File: config.mk
export PLATFORM = sky130hd
export DESIGN_NAME = breakpoint_linear_interpolator_top
export DESIGN_NICKNAME = d
export VERILOG_FILES = /design/src/hw/rtl/bli_pkg.sv /design/src/hw/rtl/bli_table.sv /design/src/hw/rtl/bli_div.sv /design/src/hw/rtl/breakpoint_linear_interpolator_top.sv
export SDC_FILE = /design/constraint.sdc
export NUM_CORES = 2
export LEC_CHECK = 0
export BUFFER_PORTS_ARGS = -buffer_cell sky130_fd_sc_hd__buf_2
export CELL_PAD_IN_SITES_DETAIL_PLACEMENT = 0
export CELL_PAD_IN_SITES_GLOBAL_PLACEMENT = 1
export CORE_UTILIZATION = 50
export DETAILED_ROUTE_END_ITERATION = 8
export PLACE_DENSITY_LB_ADDON = 0.25
export SETUP_SLACK_MARGIN = 0.1
export SYNTH_ARGS = -nofsm -noshare
export SYNTH_HDL_FRONTEND = slang
export SYNTH_SLANG_ARGS = --single-unit
File: constraint.sdc
create_clock -name clk -period 11.45 [get_ports clk]
set_input_delay 1.145 -clock clk [delete_from_list [all_inputs] [get_ports clk]]
set_output_delay 1.145 -clock clk [all_outputs]
set_load 0.01 [all_outputs]
File: src/hw/rtl/bli_pkg.sv
package bli_pkg;

    // Table geometry and field widths
    localparam int MAX_POINTS = 16;
    localparam int IDX_W      = $clog2(MAX_POINTS);
    localparam int NUM_W      = 5;
    localparam int TIME_W     = 16;
    localparam int LEVEL_W    = 24;

    // Datapath widths for the interpolation arithmetic
    localparam int DT_W   = TIME_W + 1;
    localparam int DV_W   = LEVEL_W + 1;
    localparam int PROD_W = DT_W + DV_W;
    localparam int MAG_W  = PROD_W - 1;
    localparam int CNT_W  = $clog2(MAG_W + 1);
    localparam int SUM_W  = PROD_W + 1;

    // Request codes
    localparam logic REQ_LOAD = 1'b0;
    localparam logic REQ_EVAL = 1'b1;

    typedef struct packed {
        logic                       req_type;
        logic [3:0]                 point_index;
        logic [TIME_W-1:0]          point_time;
        logic signed [LEVEL_W-1:0]  point_value;
        logic [TIME_W-1:0]          eval_time;
        logic                       end_of_block;
    } req_t;

    typedef struct packed {
        logic signed [LEVEL_W-1:0]  level;
        logic [3:0]                 segment;
        logic                       block_last;
    } rsp_t;

    // One breakpoint as stored in the table
    typedef struct packed {
        logic [TIME_W-1:0]          pt_time;
        logic signed [LEVEL_W-1:0]  pt_level;
    } entry_t;

    typedef enum logic [2:0] {
        ST_IDLE,
        ST_SRCH_RD,
        ST_SRCH_CMP,
        ST_SETUP,
        ST_MUL,
        ST_DIV_GO,
        ST_DIV_WAIT
    } state_t;

endpackage

File: src/hw/rtl/bli_table.sv
module bli_table (
    input  logic                        clk,
    input  logic                        we,
    input  logic [bli_pkg::IDX_W-1:0]   waddr,
    input  bli_pkg::entry_t             wdata,
    input  logic [bli_pkg::IDX_W-1:0]   raddr_a,
    input  logic [bli_pkg::IDX_W-1:0]   raddr_b,
    output bli_pkg::entry_t             rdata_a,
    output bli_pkg::entry_t             rdata_b
);
    import bli_pkg::*;

    entry_t mem [MAX_POINTS];

    // Write one breakpoint
    always_ff @(posedge clk)
    begin
        if (we)
        begin
            mem[waddr] <= wdata;
        end
    end

    // Register both read ports
    always_ff @(posedge clk)
    begin
        rdata_a <= mem[raddr_a];
        rdata_b <= mem[raddr_b];
    end

endmodule

File: src/hw/rtl/bli_div.sv
module bli_div (
    input  logic                                clk,
    input  logic                                rst_n,
    input  logic                                start,
    input  logic signed [bli_pkg::PROD_W-1:0]   dividend,
    input  logic signed [bli_pkg::DT_W-1:0]     divisor,
    output logic                                done,
    output logic signed [bli_pkg::PROD_W-1:0]   quotient
);
    import bli_pkg::*;

    localparam int DVS_MAG_W = DT_W - 1;

    logic                       run_reg, run_next;
    logic                       done_reg, done_next;
    logic [CNT_W-1:0]           cnt_reg, cnt_next;
    logic                       neg_reg, neg_next;
    logic [MAG_W-1:0]           quo_reg, quo_next;
    logic [DVS_MAG_W:0]         rem_reg, rem_next;
    logic [DVS_MAG_W-1:0]       dvs_reg, dvs_next;

    logic signed [PROD_W-1:0]   dvd_abs;
    logic signed [DT_W-1:0]     dvs_abs;
    logic [DVS_MAG_W:0]         trial;
    logic [PROD_W-1:0]          quo_ext;

    // Take magnitudes of the operands
    assign dvd_abs = dividend[PROD_W-1] ? -dividend : dividend;
    assign dvs_abs = divisor[DT_W-1] ? -divisor : divisor;

    // Shift in the next dividend bit
    assign trial = {rem_reg[DVS_MAG_W-1:0], quo_reg[MAG_W-1]};

    always_comb
    begin
        run_next  = run_reg;
        done_next = 1'b0;
        cnt_next  = cnt_reg;
        neg_next  = neg_reg;
        quo_next  = quo_reg;
        rem_next  = rem_reg;
        dvs_next  = dvs_reg;
        if (start)
        begin
            run_next = 1'b1;
            cnt_next = '0;
            neg_next = dividend[PROD_W-1] ^ divisor[DT_W-1];
            quo_next = dvd_abs[MAG_W-1:0];
            rem_next = '0;
            dvs_next = dvs_abs[DVS_MAG_W-1:0];
        end
        else if (run_reg)
        begin
            // One restoring step per cycle
            if (trial >= {1'b0, dvs_reg})
            begin
                rem_next = trial - {1'b0, dvs_reg};
                quo_next = {quo_reg[MAG_W-2:0], 1'b1};
            end
            else
            begin
                rem_next = trial;
                quo_next = {quo_reg[MAG_W-2:0], 1'b0};
            end
            cnt_next = cnt_reg + 1'b1;
            if (cnt_reg == CNT_W'(MAG_W - 1))
            begin
                run_next  = 1'b0;
                done_next = 1'b1;
            end
        end
    end

    always_ff @(posedge clk or negedge rst_n)
    begin
        if (!rst_n)
        begin
            run_reg  <= 1'b0;
            done_reg <= 1'b0;
            cnt_reg  <= '0;
        end
        else
        begin
            run_reg  <= run_next;
            done_reg <= done_next;
            cnt_reg  <= cnt_next;
        end
    end

    always_ff @(posedge clk)
    begin
        neg_reg <= neg_next;
        quo_reg <= quo_next;
        rem_reg <= rem_next;
        dvs_reg <= dvs_next;
    end

    // Apply the sign, truncating toward zero
    assign quo_ext  = {1'b0, quo_reg};
    assign quotient = neg_reg ? -$signed(quo_ext) : $signed(quo_ext);
    assign done     = done_reg;

endmodule

File: src/hw/rtl/breakpoint_linear_interpolator_top.sv
// Breakpoint envelope generator with linear interpolation.
// Command channel: a word on req is taken at a clock edge where start is high
// and busy is low. A load word writes one (time, level) pair into the
// 16-entry table in that same cycle; it yields no result and busy stays low.
// An evaluate word raises busy while a sequencer walks the table segment by
// segment, read then compare, to find the first one whose end time is at least the
// evaluation time (else the last segment in use), then interpolates.
// Result channel: result_valid is high for exactly one cycle with the word on
// result; the receiver cannot stall, so each result is taken in that cycle.
// An evaluate examines 1 to 15 segments, then a setup step; an exact hit on a
// breakpoint or a zero-length segment returns its level from setup, otherwise
// the product is formed, then the restoring divider is started and run to its end.
// The block takes one evaluate at a time; the next may start in the cycle
// its result is shown.
// The user must write num_points through cfg_wr_en/cfg_wr_data only while idle;
// the block has no check for it. Reset: num_points returns to 2 and the
// sequencer to idle; table contents are undefined until loaded.
module breakpoint_linear_interpolator_top (
    input  logic                            clk,
    input  logic                            rst_n,
    input  logic                            start,
    input  bli_pkg::req_t                   req,
    output logic                            busy,
    output logic                            result_valid,
    output bli_pkg::rsp_t                   result,
    input  logic                            cfg_wr_en,
    input  logic [bli_pkg::NUM_W-1:0]       cfg_wr_data
);
    import bli_pkg::*;

    localparam logic signed [SUM_W-1:0] SAT_HI =
        {{(SUM_W - LEVEL_W + 1){1'b0}}, {(LEVEL_W - 1){1'b1}}};
    localparam logic signed [SUM_W-1:0] SAT_LO = ~SAT_HI;

    state_t                     state_reg, state_next;
    logic [NUM_W-1:0]           num_reg;
    logic [IDX_W-1:0]           seg_reg, seg_next;
    logic [TIME_W-1:0]          time_reg, time_next;
    logic                       eob_reg, eob_next;
    logic signed [DT_W-1:0]     dt_reg, dt_next;
    logic signed [DV_W-1:0]     dv_reg, dv_next;
    logic signed [DT_W-1:0]     dvs_reg, dvs_next;
    logic signed [PROD_W-1:0]   prod_reg, prod_next;
    logic signed [LEVEL_W-1:0]  v0_reg, v0_next;
    logic                       valid_reg, valid_next;
    rsp_t                       result_reg, result_next;

    logic [IDX_W-1:0]           last_seg;
    logic                       mem_we;
    entry_t                     mem_wdata;
    entry_t                     rd_a, rd_b;
    logic                       div_start;
    logic                       div_done;
    logic signed [PROD_W-1:0]   div_quo;
    logic signed [SUM_W-1:0]    sum;
    logic signed [LEVEL_W-1:0]  sat_level;

    // Index of the last segment in use, with num_points clamped to range
    always_comb
    begin
        if (num_reg < NUM_W'(2))
        begin
            last_seg = '0;
        end
        else if (num_reg > NUM_W'(MAX_POINTS))
        begin
            last_seg = IDX_W'(MAX_POINTS - 2);
        end
        else
        begin
            last_seg = IDX_W'(num_reg - NUM_W'(2));
        end
    end

    assign mem_wdata = '{pt_time: req.point_time, pt_level: req.point_value};

    bli_table u_table (
        .clk     (clk),
        .we      (mem_we),
        .waddr   (req.point_index[IDX_W-1:0]),
        .wdata   (mem_wdata),
        .raddr_a (seg_reg),
        .raddr_b (seg_reg + 1'b1),
        .rdata_a (rd_a),
        .rdata_b (rd_b)
    );

    bli_div u_div (
        .clk      (clk),
        .rst_n    (rst_n),
        .start    (div_start),
        .dividend (prod_reg),
        .divisor  (dvs_reg),
        .done     (div_done),
        .quotient (div_quo)
    );

    // Add the start level to the quotient and saturate
    assign sum = {{(SUM_W - LEVEL_W){v0_reg[LEVEL_W-1]}}, v0_reg}
               + {div_quo[PROD_W-1], div_quo};

    always_comb
    begin
        if (sum > SAT_HI)
        begin
            sat_level = SAT_HI[LEVEL_W-1:0];
        end
        else if (sum < SAT_LO)
        begin
            sat_level = SAT_LO[LEVEL_W-1:0];
        end
        else
        begin
            sat_level = sum[LEVEL_W-1:0];
        end
    end

    // Sequencer: next state and datapath controls
    always_comb
    begin
        state_next  = state_reg;
        seg_next    = seg_reg;
        time_next   = time_reg;
        eob_next    = eob_reg;
        dt_next     = dt_reg;
        dv_next     = dv_reg;
        dvs_next    = dvs_reg;
        prod_next   = prod_reg;
        v0_next     = v0_reg;
        valid_next  = 1'b0;
        result_next = result_reg;
        mem_we      = 1'b0;
        div_start   = 1'b0;
        unique case (state_reg)
            ST_IDLE:
            begin
                if (start)
                begin
                    if (req.req_type == REQ_LOAD)
                    begin
                        mem_we = 1'b1;
                    end
                    else
                    begin
                        time_next  = req.eval_time;
                        eob_next   = req.end_of_block;
                        seg_next   = '0;
                        state_next = ST_SRCH_RD;
                    end
                end
            end
            ST_SRCH_RD:
            begin
                // Wait for the table read of this segment
                state_next = ST_SRCH_CMP;
            end
            ST_SRCH_CMP:
            begin
                if (seg_reg == last_seg || rd_b.pt_time >= time_reg)
                begin
                    state_next = ST_SETUP;
                end
                else
                begin
                    seg_next   = seg_reg + 1'b1;
                    state_next = ST_SRCH_RD;
                end
            end
            ST_SETUP:
            begin
                if (time_reg == rd_a.pt_time || rd_a.pt_time == rd_b.pt_time)
                begin
                    // Hit on the start point or a zero-length segment
                    valid_next  = 1'b1;
                    result_next = '{level: rd_a.pt_level, segment: 4'(seg_reg),
                                    block_last: eob_reg};
                    state_next  = ST_IDLE;
                end
                else if (time_reg == rd_b.pt_time)
                begin
                    // Hit on the end point
                    valid_next  = 1'b1;
                    result_next = '{level: rd_b.pt_level, segment: 4'(seg_reg),
                                    block_last: eob_reg};
                    state_next  = ST_IDLE;
                end
                else
                begin
                    dt_next    = $signed({1'b0, time_reg}) - $signed({1'b0, rd_a.pt_time});
                    dvs_next   = $signed({1'b0, rd_b.pt_time})
                               - $signed({1'b0, rd_a.pt_time});
                    dv_next    = $signed({rd_b.pt_level[LEVEL_W-1], rd_b.pt_level})
                               - $signed({rd_a.pt_level[LEVEL_W-1], rd_a.pt_level});
                    v0_next    = rd_a.pt_level;
                    state_next = ST_MUL;
                end
            end
            ST_MUL:
            begin
                prod_next  = dt_reg * dv_reg;
                state_next = ST_DIV_GO;
            end
            ST_DIV_GO:
            begin
                div_start  = 1'b1;
                state_next = ST_DIV_WAIT;
            end
            ST_DIV_WAIT:
            begin
                if (div_done)
                begin
                    valid_next  = 1'b1;
                    result_next = '{level: sat_level, segment: 4'(seg_reg),
                                    block_last: eob_reg};
                    state_next  = ST_IDLE;
                end
            end
            default:
            begin
                state_next = ST_IDLE;
            end
        endcase
    end

    // Control registers
    always_ff @(posedge clk or negedge rst_n)
    begin
        if (!rst_n)
        begin
            state_reg <= ST_IDLE;
            valid_reg <= 1'b0;
            num_reg   <= NUM_W'(2);
        end
        else
        begin
            state_reg <= state_next;
            valid_reg <= valid_next;
            if (cfg_wr_en)
            begin
                num_reg <= cfg_wr_data;
            end
        end
    end

    // Datapath registers
    always_ff @(posedge clk)
    begin
        seg_reg    <= seg_next;
        time_reg   <= time_next;
        eob_reg    <= eob_next;
        dt_reg     <= dt_next;
        dv_reg     <= dv_next;
        dvs_reg    <= dvs_next;
        prod_reg   <= prod_next;
        v0_reg     <= v0_next;
        result_reg <= result_next;
    end

    assign busy         = (state_reg != ST_IDLE);
    assign result_valid = valid_reg;
    assign result       = result_reg;

endmodule
==> impl_metrics.ini <==
[timing]
tns_ns = 0
finClkSkew_ns = 0.0744
rsz0062_at_grt = false
period_minus_slack_ns = 7.95
hold_viol = 0
max_clock_freq_mhz = 126
setup_violations = 0
finalCritPeriodShare_pct = 69.4
whs_ns = 0.434
drv_slew = 0
worst_slew_pin_slew_ns = 1.27
max_slew_margin_pct = 15.1

[synthesis]
ys_seq_area_share_pct = 45.1
synthArstFlopShare_pct = 1.72
synth_commonest_cells = edfxtp_1, inv_1, nand2_1
synth_cell_types = 86
synth_ff_type = edfxtp_1
syn_area_sq_um = 63300
syn_nets = 5520
avgSynthCellArea_sq_um = 13.2
synth_most_common_cell = edfxtp_1
synth_edf_count = 873
ys_seq_elements = 986
post-synth-top-area-cell = edfxtp_1
synth_area_leaders = edfxtp_1, mux4_2, fa_1
syn_inst = 4787
yosys_warnings = 0
synth_top_area_share_pct = 41.4

[setup_path]
start_kind = register
crit_chain = nand2_1, fa_1, fa_1, fa_1, inv_1, fa_1, fa_1, inv_1, fa_1, inv_1, ha_1, a21o_1, a21o_1, a21oi_1, and3_1, o21ai_0, a41oi_1, o21ai_0, a211o_1, nand2_1, o211ai_1, a21oi_1, xnor2_1
worst_path_largest_cell_delay_ns = 1.12
critPathMaxFanout = 25
path_class = register to register
rr_worst_depth = 23
cp_common_cell = fa_1
cp_top_family = adder cells
critPathCaptureType = register
cp_num_buf_inv = 3
slowest_stage = edfxtp_1
r2r_slack_ns = 3.50
timing.rr.start = dt_reg[4]$_DFFE_PP_
cp.arrival_ns = 8.36
worstPathRequired_ns = 11.86
reg2reg_to = prod_reg[41]$_DFFE_PP_

[grt]
grt_pass1_wl_microns = 255000
grt_max_degree = 130
grt_util_all_layers_pct = 27.0
grt_pass1_vias = 40300
grt_overflow = 0
antenna_found_initial = 17

[cts]
clk_path_buf_depth = 3
cts.sinks = 986
numCtsBuffers = 103
cts_resized = 0
insertion_delay_ns = 0.73
h-tree-depth = 3
cts_tree = done
root_buffer = clkbuf_16
cts_setup_buffers = 0
clkTransAtPathRegs_ns = 0.06
holdBufCountCts = 0

[layout]
post-route-util_pct = 55.1
largest_register_ffs = 640
nets = 5589
finalInstanceArea_sq_um = 69200
fill_cells = 10300
drive_above_1_share_pct = 16.1
area_delta_synth_final_pct = 9.45

[placement]
io_buffers = 101
dpl.hpwl_microns = 118000
gp_congestion = 0.913
post_dp_cell_area_sq_um = 65800

[routing]
vias = 39800
drc = 0
antenna_left = 0
drt-total-wl_microns = 170000
drtPass1Iterations = 6
drtIter0Drc = 3861
vias_per_cell = 6.04
post_drt_wl_per_cell_microns = 25.8

[run_status]
status = completed

[die]
initial_core_util_pct = 50.4
fp.dieH_microns = 358
die_w_microns = 358
pin_count = 102
core_sq_um = 126000
rows = 130
die-area_sq_um = 128000

[min_path]
hold_class = register to register
hold_depth = 0
hold-path-endpoint = result[0]$_DFFE_PP_
hold_start = eob_reg$_DFFE_PP_

[flow_run]
drv_cap = 0
final cells by class:
class                      instances  area (sq um)  share of cell area (%)
inverter                         568          2130                    3.08
multi-input combinational       3023         32000                    46.2
timing repair buffer             174          1090                    1.58
sequential                       986         28600                    41.2
clock buffer                     141          2890                    4.18
clock inverter                    52           533                   0.770
antenna                            1          2.50                 0.00361
tap                             1650          2060                    2.98
how the worst max path moves through the flow:
stage / start / endpoint / slack, ns / depth (start not counted)
6_report: dt_reg[4]$_DFFE_PP_ / prod_reg[41]$_DFFE_PP_ / 3.50 / 23
5_1_grt: dt_reg[4]$_DFFE_PP_ / prod_reg[41]$_DFFE_PP_ / 3.08 / 23
4_1_cts: dt_reg[4]$_DFFE_PP_ / prod_reg[41]$_DFFE_PP_ / 3.59 / 23
3_5_place_dp: dt_reg[4]$_DFFE_PP_ / prod_reg[41]$_DFFE_PP_ / 3.61 / 23
3_3_place_gp: dt_reg[4]$_DFFE_PP_ / prod_reg[37]$_DFFE_PP_ / 3.67 / 22
2_1_floorplan: dv_reg[6]$_DFFE_PP_ / prod_reg[38]$_DFFE_PP_ / 4.47 / 23
layer usage:
| metal | part of all wire, % | vias to the layer above | routed length (microns) | global-route usage (%) |
|---|---|---|---|---|
| li1 | - | 17400 | - | - |
| met1 | 42 | 20700 | 71000 | 37.6 |
| met2 | 49 | 1454 | 83100 | 44.7 |
| met3 | 6.8 | 256 | 11600 | 3.95 |
| met4 | 2.6 | 10 | 4380 | 7.22 |
| met5 | 0.036 | - | 62 | 0 |
cells by family (layout without fill, tap and decap cells):
| logic type | count (synthesis) | after routing | synth area share, % |
|---|---|---|---|
| DFF | 986 | 986 | 45.1 |
| muxes | 413 | 413 | 14.4 |
| other | 0 | 1 | 0 |
| and+or+nand+nor | 1113 | 1113 | 8.50 |
| adders and majority gates | 662 | 662 | 18.1 |
| buffers and inverters | 778 | 935 | 4.62 |
| AOI/OAI and AO/OA | 629 | 629 | 6.35 |
| xor gates and xnor gates | 206 | 206 | 2.85 |
per-stage QoR:
stage | setup slack, ns | cells
6_report | 3.50 | 6595
3_5_place_dp | 3.61 | 6401
3_3_place_gp | 3.67 | 6401
2_1_floorplan | 4.47 | 4787
4_1_cts | 3.59 | 6594
5_1_grt | 3.08 | 6594
cell usage in the layout (no fill, tap or decap), types with 29 or more instances in the layout:
master and n:
o211ai_1 29, ha_1 240, nor2_1 159, nand2_1 446
inv_1 567, nand3_1 52, a21o_1 63, nor2b_1 34
o21ai_0 179, edfxtp_1 873, xor2_1 75, and2_1 193
nor3_1 47, buf_2 101, a21oi_1 143, dfxtp_1 96
clkbuf_16 106, mux4_2 400, fa_1 421, xnor2_1 129
buf_4 70
Power is left out: the tool's default activity adds up to more than one toggle a clock period on the data nets, which glitch-free logic cannot reach.
